[src/design/cnc_pkg.sv]
`timescale 1ns / 1ps

package cnc_pkg;

  localparam int ACC_W   = 20;
  localparam int ANGLE_W = 12;
  localparam int XY_W    = 13;
  localparam int OUT_W   = 13;
  localparam int GAIN_W  = 11;
  localparam int SUM_W   = 14;

  localparam int CFG_IDX_W  = 2;
  localparam int CFG_DATA_W = 20;

  localparam logic [CFG_IDX_W-1:0] REG_PHASE_STEP    = 2'd0;
  localparam logic [CFG_IDX_W-1:0] REG_OFFSET_BINARY = 2'd1;
  localparam logic [CFG_IDX_W-1:0] REG_START_GAIN    = 2'd2;

  localparam logic [GAIN_W-1:0] GAIN_RESET = 11'd1243;

  localparam logic signed [SUM_W-1:0] HALF_TURN = 14'sd2048;
  localparam logic signed [SUM_W-1:0] OUT_MIN   = -14'sd2048;
  localparam logic signed [SUM_W-1:0] OUT_MAX   = 14'sd4095;

  typedef struct packed {
    logic signed [XY_W-1:0]    x;
    logic signed [XY_W-1:0]    y;
    logic signed [ANGLE_W-1:0] ang;
    logic                      inv;
  } sample_t;

  function automatic logic signed [ANGLE_W-1:0] atan_units(input logic [3:0] idx);
    logic signed [ANGLE_W-1:0] v;
    begin
      case (idx)
        4'd0:    v = 12'sd512;
        4'd1:    v = 12'sd302;
        4'd2:    v = 12'sd160;
        4'd3:    v = 12'sd81;
        4'd4:    v = 12'sd41;
        4'd5:    v = 12'sd20;
        4'd6:    v = 12'sd10;
        4'd7:    v = 12'sd5;
        4'd8:    v = 12'sd3;
        4'd9:    v = 12'sd1;
        4'd10:   v = 12'sd1;
        default: v = 12'sd0;
      endcase
      return v;
    end
  endfunction

endpackage

[src/design/cnc_phase.sv]
`timescale 1ns / 1ps

module cnc_phase (
  input  logic                                clk,
  input  logic                                rst_n,
  input  logic                                in_valid,
  output logic                                in_ready,
  input  logic                                restart,
  input  logic [cnc_pkg::ACC_W-1:0]           phase_step,
  input  logic [cnc_pkg::GAIN_W-1:0]          start_gain,
  output logic                                out_valid,
  input  logic                                out_ready,
  output cnc_pkg::sample_t                    out_smp
);

  logic [cnc_pkg::ACC_W-1:0]   acc_r, acc_nxt, acc_use;
  logic                        vld_r;
  cnc_pkg::sample_t            smp_r, smp_nxt;
  logic [cnc_pkg::ANGLE_W-1:0] u;
  logic                        inv;
  logic                        take;

  assign in_ready = !vld_r || out_ready;
  assign take     = in_valid && in_ready;

  always_comb begin
    acc_use     = restart ? '0 : acc_r;
    acc_nxt     = acc_use + phase_step;
    u           = acc_use[cnc_pkg::ACC_W-1 -: cnc_pkg::ANGLE_W];
    // The second and third quadrants are moved by half a turn and flagged for negation.
    inv         = u[cnc_pkg::ANGLE_W-1] ^ u[cnc_pkg::ANGLE_W-2];
    smp_nxt.x   = cnc_pkg::XY_W'({2'b00, start_gain});
    smp_nxt.y   = '0;
    smp_nxt.ang = signed'({u[cnc_pkg::ANGLE_W-1] ^ inv, u[cnc_pkg::ANGLE_W-2:0]});
    smp_nxt.inv = inv;
  end

  always_ff @(posedge clk) begin
    if (!rst_n) begin
      acc_r <= '0;
      vld_r <= 1'b0;
    end else begin
      if (take) begin
        acc_r <= acc_nxt;
      end
      if (in_ready) begin
        vld_r <= in_valid;
      end
    end
  end

  always_ff @(posedge clk) begin
    if (take) begin
      smp_r <= smp_nxt;
    end
  end

  assign out_valid = vld_r;
  assign out_smp   = smp_r;

endmodule

[src/design/cnc_cell.sv]
`timescale 1ns / 1ps

module cnc_cell #(
  parameter int STAGE = 0
) (
  input  logic             clk,
  input  logic             rst_n,
  input  logic             in_valid,
  output logic             in_ready,
  input  cnc_pkg::sample_t in_smp,
  output logic             out_valid,
  input  logic             out_ready,
  output cnc_pkg::sample_t out_smp
);

  logic                                vld_r;
  cnc_pkg::sample_t                    smp_r, smp_nxt;
  logic signed [cnc_pkg::XY_W-1:0]     xs, ys;
  logic signed [cnc_pkg::ANGLE_W-1:0]  step;

  assign in_ready = !vld_r || out_ready;

  always_comb begin
    xs   = in_smp.x >>> STAGE;
    ys   = in_smp.y >>> STAGE;
    step = cnc_pkg::atan_units(4'(STAGE));
    smp_nxt.inv = in_smp.inv;
    if (!in_smp.ang[cnc_pkg::ANGLE_W-1]) begin
      smp_nxt.x   = in_smp.x - ys;
      smp_nxt.y   = in_smp.y + xs;
      smp_nxt.ang = in_smp.ang - step;
    end else begin
      smp_nxt.x   = in_smp.x + ys;
      smp_nxt.y   = in_smp.y - xs;
      smp_nxt.ang = in_smp.ang + step;
    end
  end

  always_ff @(posedge clk) begin
    if (!rst_n) begin
      vld_r <= 1'b0;
    end else if (in_ready) begin
      vld_r <= in_valid;
    end
  end

  always_ff @(posedge clk) begin
    if (in_valid && in_ready) begin
      smp_r <= smp_nxt;
    end
  end

  assign out_valid = vld_r;
  assign out_smp   = smp_r;

endmodule

[src/design/cnc_post.sv]
`timescale 1ns / 1ps

module cnc_post (
  input  logic                               clk,
  input  logic                               rst_n,
  input  logic                               in_valid,
  output logic                               in_ready,
  input  cnc_pkg::sample_t                   in_smp,
  input  logic                               offset_binary,
  output logic                               out_valid,
  input  logic                               out_ready,
  output logic signed [cnc_pkg::OUT_W-1:0]   cos_out,
  output logic signed [cnc_pkg::OUT_W-1:0]   sin_out
);

  logic                              vld_r;
  logic signed [cnc_pkg::OUT_W-1:0]  cos_r, sin_r, cos_nxt, sin_nxt;
  logic signed [cnc_pkg::SUM_W-1:0]  xe, ye, bias;

  function automatic logic signed [cnc_pkg::OUT_W-1:0] clamp(
    input logic signed [cnc_pkg::SUM_W-1:0] v);
    logic signed [cnc_pkg::SUM_W-1:0] c;
    begin
      if (v < cnc_pkg::OUT_MIN) begin
        c = cnc_pkg::OUT_MIN;
      end else if (v > cnc_pkg::OUT_MAX) begin
        c = cnc_pkg::OUT_MAX;
      end else begin
        c = v;
      end
      return c[cnc_pkg::OUT_W-1:0];
    end
  endfunction

  assign in_ready = !vld_r || out_ready;

  always_comb begin
    bias = offset_binary ? cnc_pkg::HALF_TURN : '0;
    xe   = cnc_pkg::SUM_W'(in_smp.x);
    ye   = cnc_pkg::SUM_W'(in_smp.y);
    if (in_smp.inv) begin
      xe = -xe;
      ye = -ye;
    end
    cos_nxt = clamp(xe + bias);
    sin_nxt = clamp(ye + bias);
  end

  always_ff @(posedge clk) begin
    if (!rst_n) begin
      vld_r <= 1'b0;
    end else if (in_ready) begin
      vld_r <= in_valid;
    end
  end

  always_ff @(posedge clk) begin
    if (in_valid && in_ready) begin
      cos_r <= cos_nxt;
      sin_r <= sin_nxt;
    end
  end

  assign out_valid = vld_r;
  assign cos_out   = cos_r;
  assign sin_out   = sin_r;

endmodule

[src/design/cordic_nco_sine_cosine.sv]
// CORDIC oscillator: one cosine/sine sample pair for every input beat.
// Input channel (in_): each beat is a tick; in_tdata[0] is restart, which clears
// the 20-bit phase accumulator before this sample so that it is taken at phase zero.
// Output channel (out_): out_tdata[12:0] is the cosine, out_tdata[25:13] the sine,
// both 13-bit two's complement, or offset binary when that register is set.
// Configuration channel (cfg_): index 0 is the phase step, 1 the offset-binary
// flag, 2 the start gain; cfg_ready is always high and writes are registered.
// Registers should be written only while no samples are in flight.
// The pipeline is one phase stage, one CORDIC cell per iteration, and the
// output register. Throughput is one beat per cycle while out_tready stays high.
// Every stage holds its beat while the next one is full and stalled, so when the
// receiver drops out_tready the chain fills and in_tready falls only once no
// stage has a gap left; nothing is lost or repeated.
// Reset clears the accumulator, the phase step and offset flag, sets the start
// gain to 1243 and empties every stage.
`timescale 1ns / 1ps

module cordic_nco_sine_cosine #(
  parameter int ITERATIONS = 12
) (
  input  logic                              clk,
  input  logic                              rst_n,
  input  logic                              in_tvalid,
  output logic                              in_tready,
  input  logic [7:0]                        in_tdata,   // [0] restart, [7:1] zero
  output logic                              out_tvalid,
  input  logic                              out_tready,
  output logic [31:0]                       out_tdata,  // [12:0] cos_out, [25:13] sin_out
  input  logic                              cfg_valid,
  output logic                              cfg_ready,
  input  logic [cnc_pkg::CFG_IDX_W-1:0]     cfg_index,
  input  logic [cnc_pkg::CFG_DATA_W-1:0]    cfg_data
);

  logic [cnc_pkg::ACC_W-1:0]          phase_step_r;
  logic                               offset_binary_r;
  logic [cnc_pkg::GAIN_W-1:0]         start_gain_r;
  logic                               vld  [ITERATIONS+1];
  logic                               rdy  [ITERATIONS+1];
  cnc_pkg::sample_t                   smp  [ITERATIONS+1];
  logic signed [cnc_pkg::OUT_W-1:0]   cos_out, sin_out;

  assign cfg_ready = 1'b1;

  always_ff @(posedge clk) begin
    if (!rst_n) begin
      phase_step_r    <= '0;
      offset_binary_r <= 1'b0;
      start_gain_r    <= cnc_pkg::GAIN_RESET;
    end else if (cfg_valid && cfg_ready) begin
      unique case (cfg_index)
        cnc_pkg::REG_PHASE_STEP:    phase_step_r    <= cfg_data[cnc_pkg::ACC_W-1:0];
        cnc_pkg::REG_OFFSET_BINARY: offset_binary_r <= cfg_data[0];
        cnc_pkg::REG_START_GAIN:    start_gain_r    <= cfg_data[cnc_pkg::GAIN_W-1:0];
        default: ;
      endcase
    end
  end

  cnc_phase u_phase (
    .clk        (clk),
    .rst_n      (rst_n),
    .in_valid   (in_tvalid),
    .in_ready   (in_tready),
    .restart    (in_tdata[0]),
    .phase_step (phase_step_r),
    .start_gain (start_gain_r),
    .out_valid  (vld[0]),
    .out_ready  (rdy[0]),
    .out_smp    (smp[0])
  );

  for (genvar i = 0; i < ITERATIONS; i++) begin : g_cell
    cnc_cell #(
      .STAGE (i)
    ) u_cell (
      .clk       (clk),
      .rst_n     (rst_n),
      .in_valid  (vld[i]),
      .in_ready  (rdy[i]),
      .in_smp    (smp[i]),
      .out_valid (vld[i+1]),
      .out_ready (rdy[i+1]),
      .out_smp   (smp[i+1])
    );
  end

  cnc_post u_post (
    .clk           (clk),
    .rst_n         (rst_n),
    .in_valid      (vld[ITERATIONS]),
    .in_ready      (rdy[ITERATIONS]),
    .in_smp        (smp[ITERATIONS]),
    .offset_binary (offset_binary_r),
    .out_valid     (out_tvalid),
    .out_ready     (out_tready),
    .cos_out       (cos_out),
    .sin_out       (sin_out)
  );

  assign out_tdata = {6'b0, sin_out, cos_out};

endmodule

[config.mk]
export PLATFORM = sky130hd
export DESIGN_NAME = cordic_nco_sine_cosine
export DESIGN_NICKNAME = d
export VERILOG_FILES = /design/src/design/cnc_pkg.sv /design/src/design/cnc_phase.sv /design/src/design/cnc_cell.sv /design/src/design/cnc_post.sv /design/src/design/cordic_nco_sine_cosine.sv
export SDC_FILE = /design/constraint.sdc
export NUM_CORES = 1
export LEC_CHECK = 0
export ABC_AREA = 1
export BUFFER_PORTS_ARGS = -buffer_cell sky130_fd_sc_hd__buf_4
export CAP_MARGIN = 40
export CORE_ASPECT_RATIO = 0.7
export CORE_MARGIN = 2
export CORE_UTILIZATION = 29
export DETAILED_ROUTE_END_ITERATION = 12
export PLACE_DENSITY = 0.44
export SKIP_LAST_GASP = 1
export SYNTH_ARGS = -nofsm -noshare
export SYNTH_HDL_FRONTEND = slang
export SYNTH_SLANG_ARGS = --single-unit
[constraint.sdc]
create_clock -name clk -period 3.4 [get_ports clk]
set_input_delay 0.17 -clock clk [delete_from_list [all_inputs] [get_ports clk]]
set_output_delay 0.17 -clock clk [all_outputs]
set_load 0.005 [all_outputs]
======== Word-level counts from Yosys, hierarchy flattened ========
Cells that the tools add are included.
storage, ports and cells
  register bits ........................... 569
  memories ................................ 0
  word-level logic and storage cells ...... 219
  latch bits .............................. 0
  ROM bits ................................ 0
  output and inout bits ................... 35
  bits of input ports ..................... 35
  RAM bits ................................ 0
operators by class
  reduce and logical (&&, ||, !) cells .... 48
  muxes and demuxes ....................... 18
  add/subtract/negate cells ............... 72
  shift operators ......................... 0
  equality and inequality tests ........... 2
  order comparisons ....................... 4
  bitwise gates (word level) .............. 2
  div/mod/pow operators ................... 0
  multiply operators ...................... 0
operator list
  cell                  count
  $mux 38               11
  $add 14x13->14        2
  $gt 14x13->1 const B  2
  $lt 14x12->1 const B  2
  $mux 14               2
  $neg 13->14           2
  $add 12x11->13        2
  $add 13x10->13        2
  $add 13x11->13        2
  $add 13x2->13         2
  $add 13x3->13         2
  $add 13x4->13         2
  $add 13x5->13         2
  $add 13x6->13         2
  $add 13x7->13         2
  $add 13x8->13         2
  $add 13x9->13         2
  $mux 13               2
  $sub 12x11->13        2
  $sub 13x10->13        2
  $sub 13x11->13        2
  $sub 13x2->13         2
  $sub 13x3->13         2
  $sub 13x4->13         2
  39 further kinds      89

======== Longest topological paths before layout ========
Gate-level depths: netlist (run 1).
  word-level depth ........................ 16
  depth in mapped cells ................... 17
  depth with buffers taken out ............ 17

======== By module ========
Synthesis (run 1) repeated with hierarchy kept, for this count alone.
second synthesis, totals
  cell total of the unflattened synthesis .. 6155
  area, all modules ....................... 47077.7 um^2
modules (own cells, without submodules)
  module                         area an instance (um^2)  seq. area each (um^2)  instances  cells each
  cnc_cell at g_cell[0].u_cell   3671.0                   1161.1                 1          520
  cnc_cell at g_cell[8].u_cell   3584.7                   1191.1                 1          504
  cnc_cell at g_cell[9].u_cell   3557.2                   1191.1                 1          493
  cnc_cell at g_cell[1].u_cell   3528.4                   1191.1                 1          460
  cnc_cell at g_cell[7].u_cell   3469.6                   1191.1                 1          462
  cnc_cell at g_cell[6].u_cell   3453.3                   1191.1                 1          460
  cnc_cell at g_cell[4].u_cell   3429.5                   1191.1                 1          433
  cnc_cell at g_cell[3].u_cell   3419.5                   1191.1                 1          434
  cnc_cell at g_cell[10].u_cell  3315.7                   1191.1                 1          379
  cnc_cell at g_cell[2].u_cell   3285.7                   1191.1                 1          414
  cnc_cell at g_cell[5].u_cell   3268.1                   1191.1                 1          406
  cnc_phase                      2906.5                   1111.1                 1          395
  cnc_cell at g_cell[11].u_cell  2687.6                   1191.1                 1          314
  cnc_post                       2060.7                   800.8                  1          275
  cordic_nco_sine_cosine         1440.1                   640.6                  1          206

======== Worst setup path after synthesis (run 1) ========
Ideal clock, no wire load.
  kind .................................... reg2reg
  start ................................... register u_post.vld_r (netlist: u_post.out_valid)
  end ..................................... register g_cell[4].u_cell.smp_r, in the netlist g_cell[4].u_cell.out_smp[0], enable pin
  stages on the path, launching flop included .. 8
  path slack .............................. 0.277 ns
  library setup time ...................... 0.448 ns
  period minus slack after synthesis ...... 3.123 ns
  arrival ................................. 2.674 ns
  path buffers ............................ 0
  data required time ...................... 2.952 ns
  path through ............................ dfxtp_1 nand3_2 nor2_4 nand4_4 nor2_4 inv_1 nor2_1 a21oi_1
on the way
  cells in the longest elaborated chain, start to end .. 11
ends and longest elaborated chain
  item                            RTL line        text
  start, declared                 cnc_post.sv:16  logic vld_r;
  start signal, assigned          cnc_post.sv:53  vld_r <= in_valid;
  $logic_not 1->1                 cnc_post.sv:35  assign in_ready = !vld_r || out_ready;
  $logic_or 1x1->1                cnc_post.sv:35
  $logic_or 1x1->1 (8 in series)  cnc_cell.sv:21  assign in_ready = !vld_r || out_ready;
  $logic_and 1x1->1               cnc_cell.sv:48  if (in_valid && in_ready) begin
  end signal, assigned            cnc_cell.sv:49  smp_r <= smp_nxt;
  end, declared                   cnc_cell.sv:17  cnc_pkg::sample_t smp_r, smp_nxt;
No other way between the ends.
A chain may end at the register's enable or synchronous reset.

==> results.tsv, run 1 <==
metric	value	unit
syn_avg_cell_area	9.34	sq um
yosys_warnings	0	
finalMaxSlewViolations	0	
die_w	434	microns
intPower	12400	uW
routed_wl	88800	microns
reg2reg_depth	12	
grt_first_pass_wirelength	143000	microns
synthDistinctLibCells	51	
antenna_left	0	
whs_path_depth	2	
final_cell_mix	nand2_1 (578), inv_1 (502), edfxtp_1 (489), a21oi_1 (454), ha_1 (411)	
core_area	0.129	sq mm
slew_headroom	0.578	
rows	110	
syn_area	0.0376	sq mm
drc	0	
min-delay-start	in_tdata[0]	
nFillCells	13300	
setup-violations-final	0	
ios	70	
synth_edf_count	489	
timing.setup.tns	0	ns
hold_path.class	input port to flip-flop	
io_buffers	55	
hpwl	70100	microns
required	3.77	ns
worstSkewPairLatency	0.64	ns
cp-end-kind	flip-flop	
power.switching	3900	uW
cts_root_buffer	clkbuf_16	
dr.pass1.iters	5	
cts_tree	built	
clk_pin_slew	0.06	ns
die-area	0.132	sq mm
tightestPinTransition	0.629	ns
switching_share	0.240	
fin_skew	0.0228	ns
r2r_setup_slack	0.31	ns
fin_ws	0.314	ns
finalHoldViolations	0	
cp_top_family	compound AO/OA/AOI/OAI gates	
grt_util_all_layers	0.135	
p_total	16300	uW
r2r-end	g_cell[3].u_cell.out_smp[37]$_DFFE_PP_	
crit_fanout	14	
drt_iter0_markers	1684	
cpPeakStageDelay	0.45	ns
final_common_cell	nand2_1	
preCtsSetupSlack	0.291	ns
gp_congestion	0.834	
power_frac_clock	0.446	
vdd_ir_drop_max	0.000277	V
cts_made_buffers	67	
cts_setup_buffers	0	
synth-seq-area-share	0.426	
stdcell_area	0.0429	sq mm
crit_chain	inv_1 > o31ai_1 > xor2_1 > ha_1 > nand2_1 > o21ai_0 > a21oi_1 > buf_4 > o21ai_0 > a21oi_1 > o21bai_1 > xor2_1	
die_height	305	microns
cts_buffer_depth	3	
via_per_inst	4.56	
crit_type	flip-flop to flip-flop	
status	finished clean	
routedWlPerCell	14.9	microns
synth_ff_type	edfxtp_1	
cellLeakagePower	0.0184	uW
num_vias	27200	
hold-path-endpoint	u_phase.out_smp[9]$_DFFE_PP_	
grt_overflow	0	
htreeDepth	3	
whs	0.0711	ns
period_share	0.908	
rsz0062_at_grt	no	
slowest_stage	edfxtp_1	
cp-start-kind	flip-flop	
cp.buffers_inverters	2	
drv_cap	0	
fin_nets	4661	
reg2reg_from	g_cell[2].u_cell.out_smp[12]$_DFFE_PP_	
antenna_found_initial	2	
grt_max_degree	54	
async_flop_share	0	
power_density	379	mW/mm^2
syn_inst	4019	
area_growth	14.3	%
fin_crit	3.09	ns
power_frac_comb	0.083	
pwr-share-seq	0.471	
drive_gt1_frac	0.0603	
critical_path_arrival	3.45	ns
ys_seq_elements	555	
dpl_cell_area	0.0404	sq mm
fmax	324	MHz
grt_pass1_vias	26100	
clock-sinks	555	
start_util	0.292	
==> per-layer routing <==
metal	up-vias	GRT usage	wire, microns
met3	95	0.0237	3790
met1	12500	0.216	49600
met4	0	0.0304	1600
li1	14200	-	-
met2	439	0.183	33900
met5	-	0	0
==> timing repair <==
item                                   in CTS  in global routing
endpoints found under the hold margin      46                  0
resized for setup                           0                  5
hold buffers                               35                  0
setup endpoints to repair                   0                  7
==> layout make-up <==
| cell class | count | area [sq um] | area share |
|---|---|---|---|
| diodes | 1 | 2.50 | 0.0000583 |
| inverters | 508 | 1910 | 0.0444 |
| well taps | 1736 | 2170 | 0.0506 |
| clock inverters | 38 | 385 | 0.00898 |
| clock buffers | 80 | 1810 | 0.0422 |
| multi-input cells | 2907 | 19400 | 0.453 |
| flip-flops and latches | 555 | 16000 | 0.373 |
| repair buffers | 144 | 1210 | 0.0283 |
==> kinds of logic after synthesis <==
| kind of cell | Yosys count | synth area share |
|---|---|---|
| XOR/XNOR | 462 | 0.108 |
| AO/OA/AOI/OAI | 869 | 0.126 |
| AND/OR/NAND/NOR | 1126 | 0.127 |
| adder cells (fa/ha/maj) | 443 | 0.154 |
| flip-flops | 555 | 0.426 |
| other | 2 | 0.000200 |
| buffers and inverters | 562 | 0.0593 |
==> sequential cells by signal, indices dropped and copies added (netlist names) <==
name / flops
g_cell.u_cell.out_valid: 12
offset_binary_r: 1
u_phase.acc_r: 20
u_phase.out_smp: 23
u_post.cos_out: 13
u_phase.out_valid: 1
u_post.sin_out: 13
u_post.out_valid: 1
g_cell.u_cell.out_smp: 440
phase_step_r: 20
start_gain_r: 11
==> synth_stat cells (4+ instances only) <==
cell / n / area (sq um)
dfxtp_1: 66 / 1320
edfxtp_1: 489 / 14700
a31oi_1: 27 / 169
o21ai_0: 252 / 1260
o21bai_1: 48 / 360
nor4_1: 4 / 25.0
o221ai_1: 5 / 43.8
buf_4: 9 / 67.6
inv_1: 502 / 1880
xor2_1: 366 / 3210
xnor2_1: 95 / 832
nand3b_1: 7 / 52.6
a22oi_1: 5 / 37.5
clkbuf_1: 27 / 101
o211ai_1: 8 / 60.1
buf_6: 6 / 67.6
o21ai_1: 12 / 60.1
ha_1: 411 / 5140
nand3_1: 134 / 671
o2111ai_1: 23 / 201
nor2_1: 308 / 1160
buf_2: 4 / 20.0
a21oi_1: 459 / 2300
nor3_1: 35 / 175
nand4_1: 26 / 163
nand2_1: 578 / 2170
a21o_1: 11 / 82.6
a211oi_1: 4 / 30.0
o31ai_1: 9 / 67.6
fa_1: 32 / 641
nand3_2: 18 / 180
==> worst reg2reg max path, cell delays in order (launching register included) <==
cell	delay, ns
edfxtp_1	0.45
inv_1	0.44
o31ai_1	0.18
xor2_1	0.18
ha_1	0.39
nand2_1	0.10
o21ai_0	0.21
a21oi_1	0.07
buf_4	0.16
o21ai_0	0.28
a21oi_1	0.11
o21bai_1	0.16
xor2_1	0.09
==> stage by stage <==
step                       util  std cells
final                     0.334       5969
after detailed placement  0.314       5815
after global placement    0.313       5812
after global routing      0.334       5969
after floorplan               -       4024
after CTS                 0.334       5968
==> power groups by stage <==
stage | registers (uW) | logic [uW] | clock network, uW
after floorplan | 7760 | 986 | 0
after global placement | 7800 | 1320 | 0
after detailed placement | 7800 | 1320 | 0
after CTS | 7650 | 1360 | 7540
after global routing | 7670 | 1550 | 7780
final | 7660 | 1360 | 7250
==> worst max path at each step <==
stage / depth (start not counted) / endpoint / from / slack, ns
final: 12 / g_cell[3].u_cell.out_smp[37]$_DFFE_PP_ / g_cell[2].u_cell.out_smp[12]$_DFFE_PP_ / 0.31
after global placement: 14 / g_cell[2].u_cell.out_smp[37]$_DFFE_PP_ / g_cell[1].u_cell.out_smp[15]$_DFFE_PP_ / 0.28
after CTS: 14 / g_cell[2].u_cell.out_smp[37]$_DFFE_PP_ / g_cell[1].u_cell.out_smp[15]$_DFFE_PP_ / 0.26
after detailed placement: 14 / g_cell[2].u_cell.out_smp[37]$_DFFE_PP_ / g_cell[1].u_cell.out_smp[15]$_DFFE_PP_ / 0.29
after global routing: 14 / g_cell[2].u_cell.out_smp[37]$_DFFE_PP_ / g_cell[1].u_cell.out_smp[15]$_DFFE_PP_ / 0.04
after floorplan: 7 / g_cell[4].u_cell.out_smp[0]$_DFFE_PP_ / u_post.out_valid$_SDFFE_PN0P_ / 0.28
Note: power is estimated with default switching activity, not from simulation.
==> run 2: changes to the inputs <==
==> constraint.sdc (replaced) <==
create_clock -name clk -period 4 [get_ports clk]
set_input_delay 0.2 -clock clk [delete_from_list [all_inputs] [get_ports clk]]
set_output_delay 0.2 -clock clk [all_outputs]
set_load 0.005 [all_outputs]
==> run 2 against run 1 <==
First-iteration DRC count grew 15%. Worst hold slack better by 0.0052 ns. Sequential cell count is the same. Via count is 0.78% lower. Utilization down 0.23 points. Combinational power down 15%. Die area did not move. Power decreased by 17%. Sequential share of layout area increased by 0.25 points. Final area decreased by 0.68%. Global-route usage increased by 0.097 points. Critical path type unchanged. Largest cell class unchanged.
==> results.tsv, run 2 (synthesized netlist as in run 1, its figures left out) <==
metric	value	unit
vdd_ir_drop_max	0.000330	V
clk_pin_slew	0.06	ns
final_common_cell	nand2_1	
critical_path_arrival	3.74	ns
status	finished clean	
drc	0	
cts_buffer_depth	3	
cts_resized	0	
cp-end-kind	flip-flop	
core_area	0.129	sq mm
drt_iter0_markers	1929	
routedWlPerCell	15.0	microns
hpwl	70900	microns
final_cell_mix	nand2_1 (578), inv_1 (502), edfxtp_1 (489), a21oi_1 (455), ha_1 (411)	
start_util	0.292	
cts_root_buffer	clkbuf_16	
reg2reg_depth	11	
dr.pass1.iters	8	
ios	70	
antenna_left	0	
crit_fanout	4	
fmax	298	MHz
clock-sinks	555	
required	4.39	ns
r2r_setup_slack	0.65	ns
finalMaxSlewViolations	0	
timing.setup.tns	0	ns
drv_cap	0	
worstSkewPairLatency	0.65	ns
preCtsSetupSlack	0.738	ns
num_vias	27000	
cellLeakagePower	0.0182	uW
dpl_cell_area	0.0403	sq mm
grt_max_degree	54	
rsz0062_at_grt	no	
grt_pass1_vias	26200	
largest_reg_flops	440	
gp_congestion	0.824	
crit_chain	nor3_1 > nand2_1 > nor3_1 > nor2_1 > xor2_1 > ha_1 > nand2_1 > o21ai_0 > a21oi_1 > o21ai_0 > xor2_1	
fin_skew	0.0274	ns
whs_path_depth	2	
drive_gt1_frac	0.0549	
power_density	317	mW/mm^2
setup-violations-final	0	
antenna_found_initial	1	
area_growth	13.5	%
fin_crit	3.35	ns
cp-start-kind	flip-flop	
rows	110	
slew_headroom	0.482	
die_height	305	microns
io_buffers	55	
die_w	434	microns
htreeDepth	2	
routed_wl	89400	microns
tightestPinTransition	0.776	ns
cts_tree	built	
grt_first_pass_wirelength	145000	microns
finalHoldViolations	0	
crit_type	flip-flop to flip-flop	
p_total	13500	uW
fin_nets	4634	
fin_ws	0.650	ns
stdcell_area	0.0426	sq mm
utilization	0.332	
hold_path.class	input port to flip-flop	
cpPeakStageDelay	0.54	ns
grt_util_all_layers	0.136	
die-area	0.132	sq mm
period_share	0.838	
slowest_stage	o21ai_0	
grt_overflow	0	
cts_made_buffers	61	
via_per_inst	4.54	
[run 2: cell types whose count changed in the layout (fill, tap and decap cells not counted), sizes merged]
cell | previous run | this run
buf | 109 | 96
bufinv | 6 | 7
clkbuf | 80 | 83
clkinv | 28 | 22
clkinvlp | 3 | 4
dlygate4sd3 | 35 | 27
inv | 509 | 506
[run 2: final cells by class]
cell class              count  area, sq um
well taps                1736         2170
fillers                 13400        85900
diodes                      1         2.50
multi-input cells        2907        19400
clock buffers              83         1690
repair buffers            123         1090
flip-flops and latches    555        16000
inverters                 508         1910
clock inverters            31          362
[run 2: timing repair]
item                      in CTS  in global routing
hold buffers                  27                  0
hold endpoints to repair      34                  0
setup buffers                  0                  0
[run 2: stage by stage]
stage / std cells / hold WS (ns)
final: 5944 / 0.0763
after global routing: 5943 / 0.0584
after CTS: 5943 / 0.0302
after detailed placement: 5802 / 0.405
after global placement: 5795 / 0.401
after floorplan: 4024 / 0.326
[run 2: per-layer routing]
layer | part of all wire | track usage | up-vias
met5 | 0 | 0 | -
met1 | 0.57 | 0.222 | 12400
li1 | - | - | 14100
met4 | 0.013 | 0.0237 | 0
met2 | 0.38 | 0.185 | 375
met3 | 0.041 | 0.0201 | 82
[run 2: final timing paths]
path | startpoint | end
min reg2reg | g_cell[6].u_cell.out_smp[0]$_DFFE_PP_ | g_cell[7].u_cell.out_smp[0]$_DFFE_PP_
max | g_cell[2].u_cell.out_smp[16]$_DFFE_PP_ | g_cell[3].u_cell.out_smp[36]$_DFFE_PP_
min | in_tdata[0] | u_phase.out_smp[10]$_DFFE_PP_
max reg2reg | g_cell[2].u_cell.out_smp[16]$_DFFE_PP_ | g_cell[3].u_cell.out_smp[36]$_DFFE_PP_
[run 2: power breakdown]
group / internal, uW / switching (uW) / leakage [uW] / total, uW
Clock: 3410 / 2450 / 0.000995 / 5860
Combinational: 443 / 705 / 0.0123 / 1150
Sequential: 6420 / 90.7 / 0.00497 / 6510
[run 2: critical path, delay by kind of cell, from the launching register on]
family	cells	cell delay, ns
fa+ha+maj	1	0.43
compound gates	3	0.92
flops	1	0.48
simple gates	5	1.02
xor+xnor	2	0.25
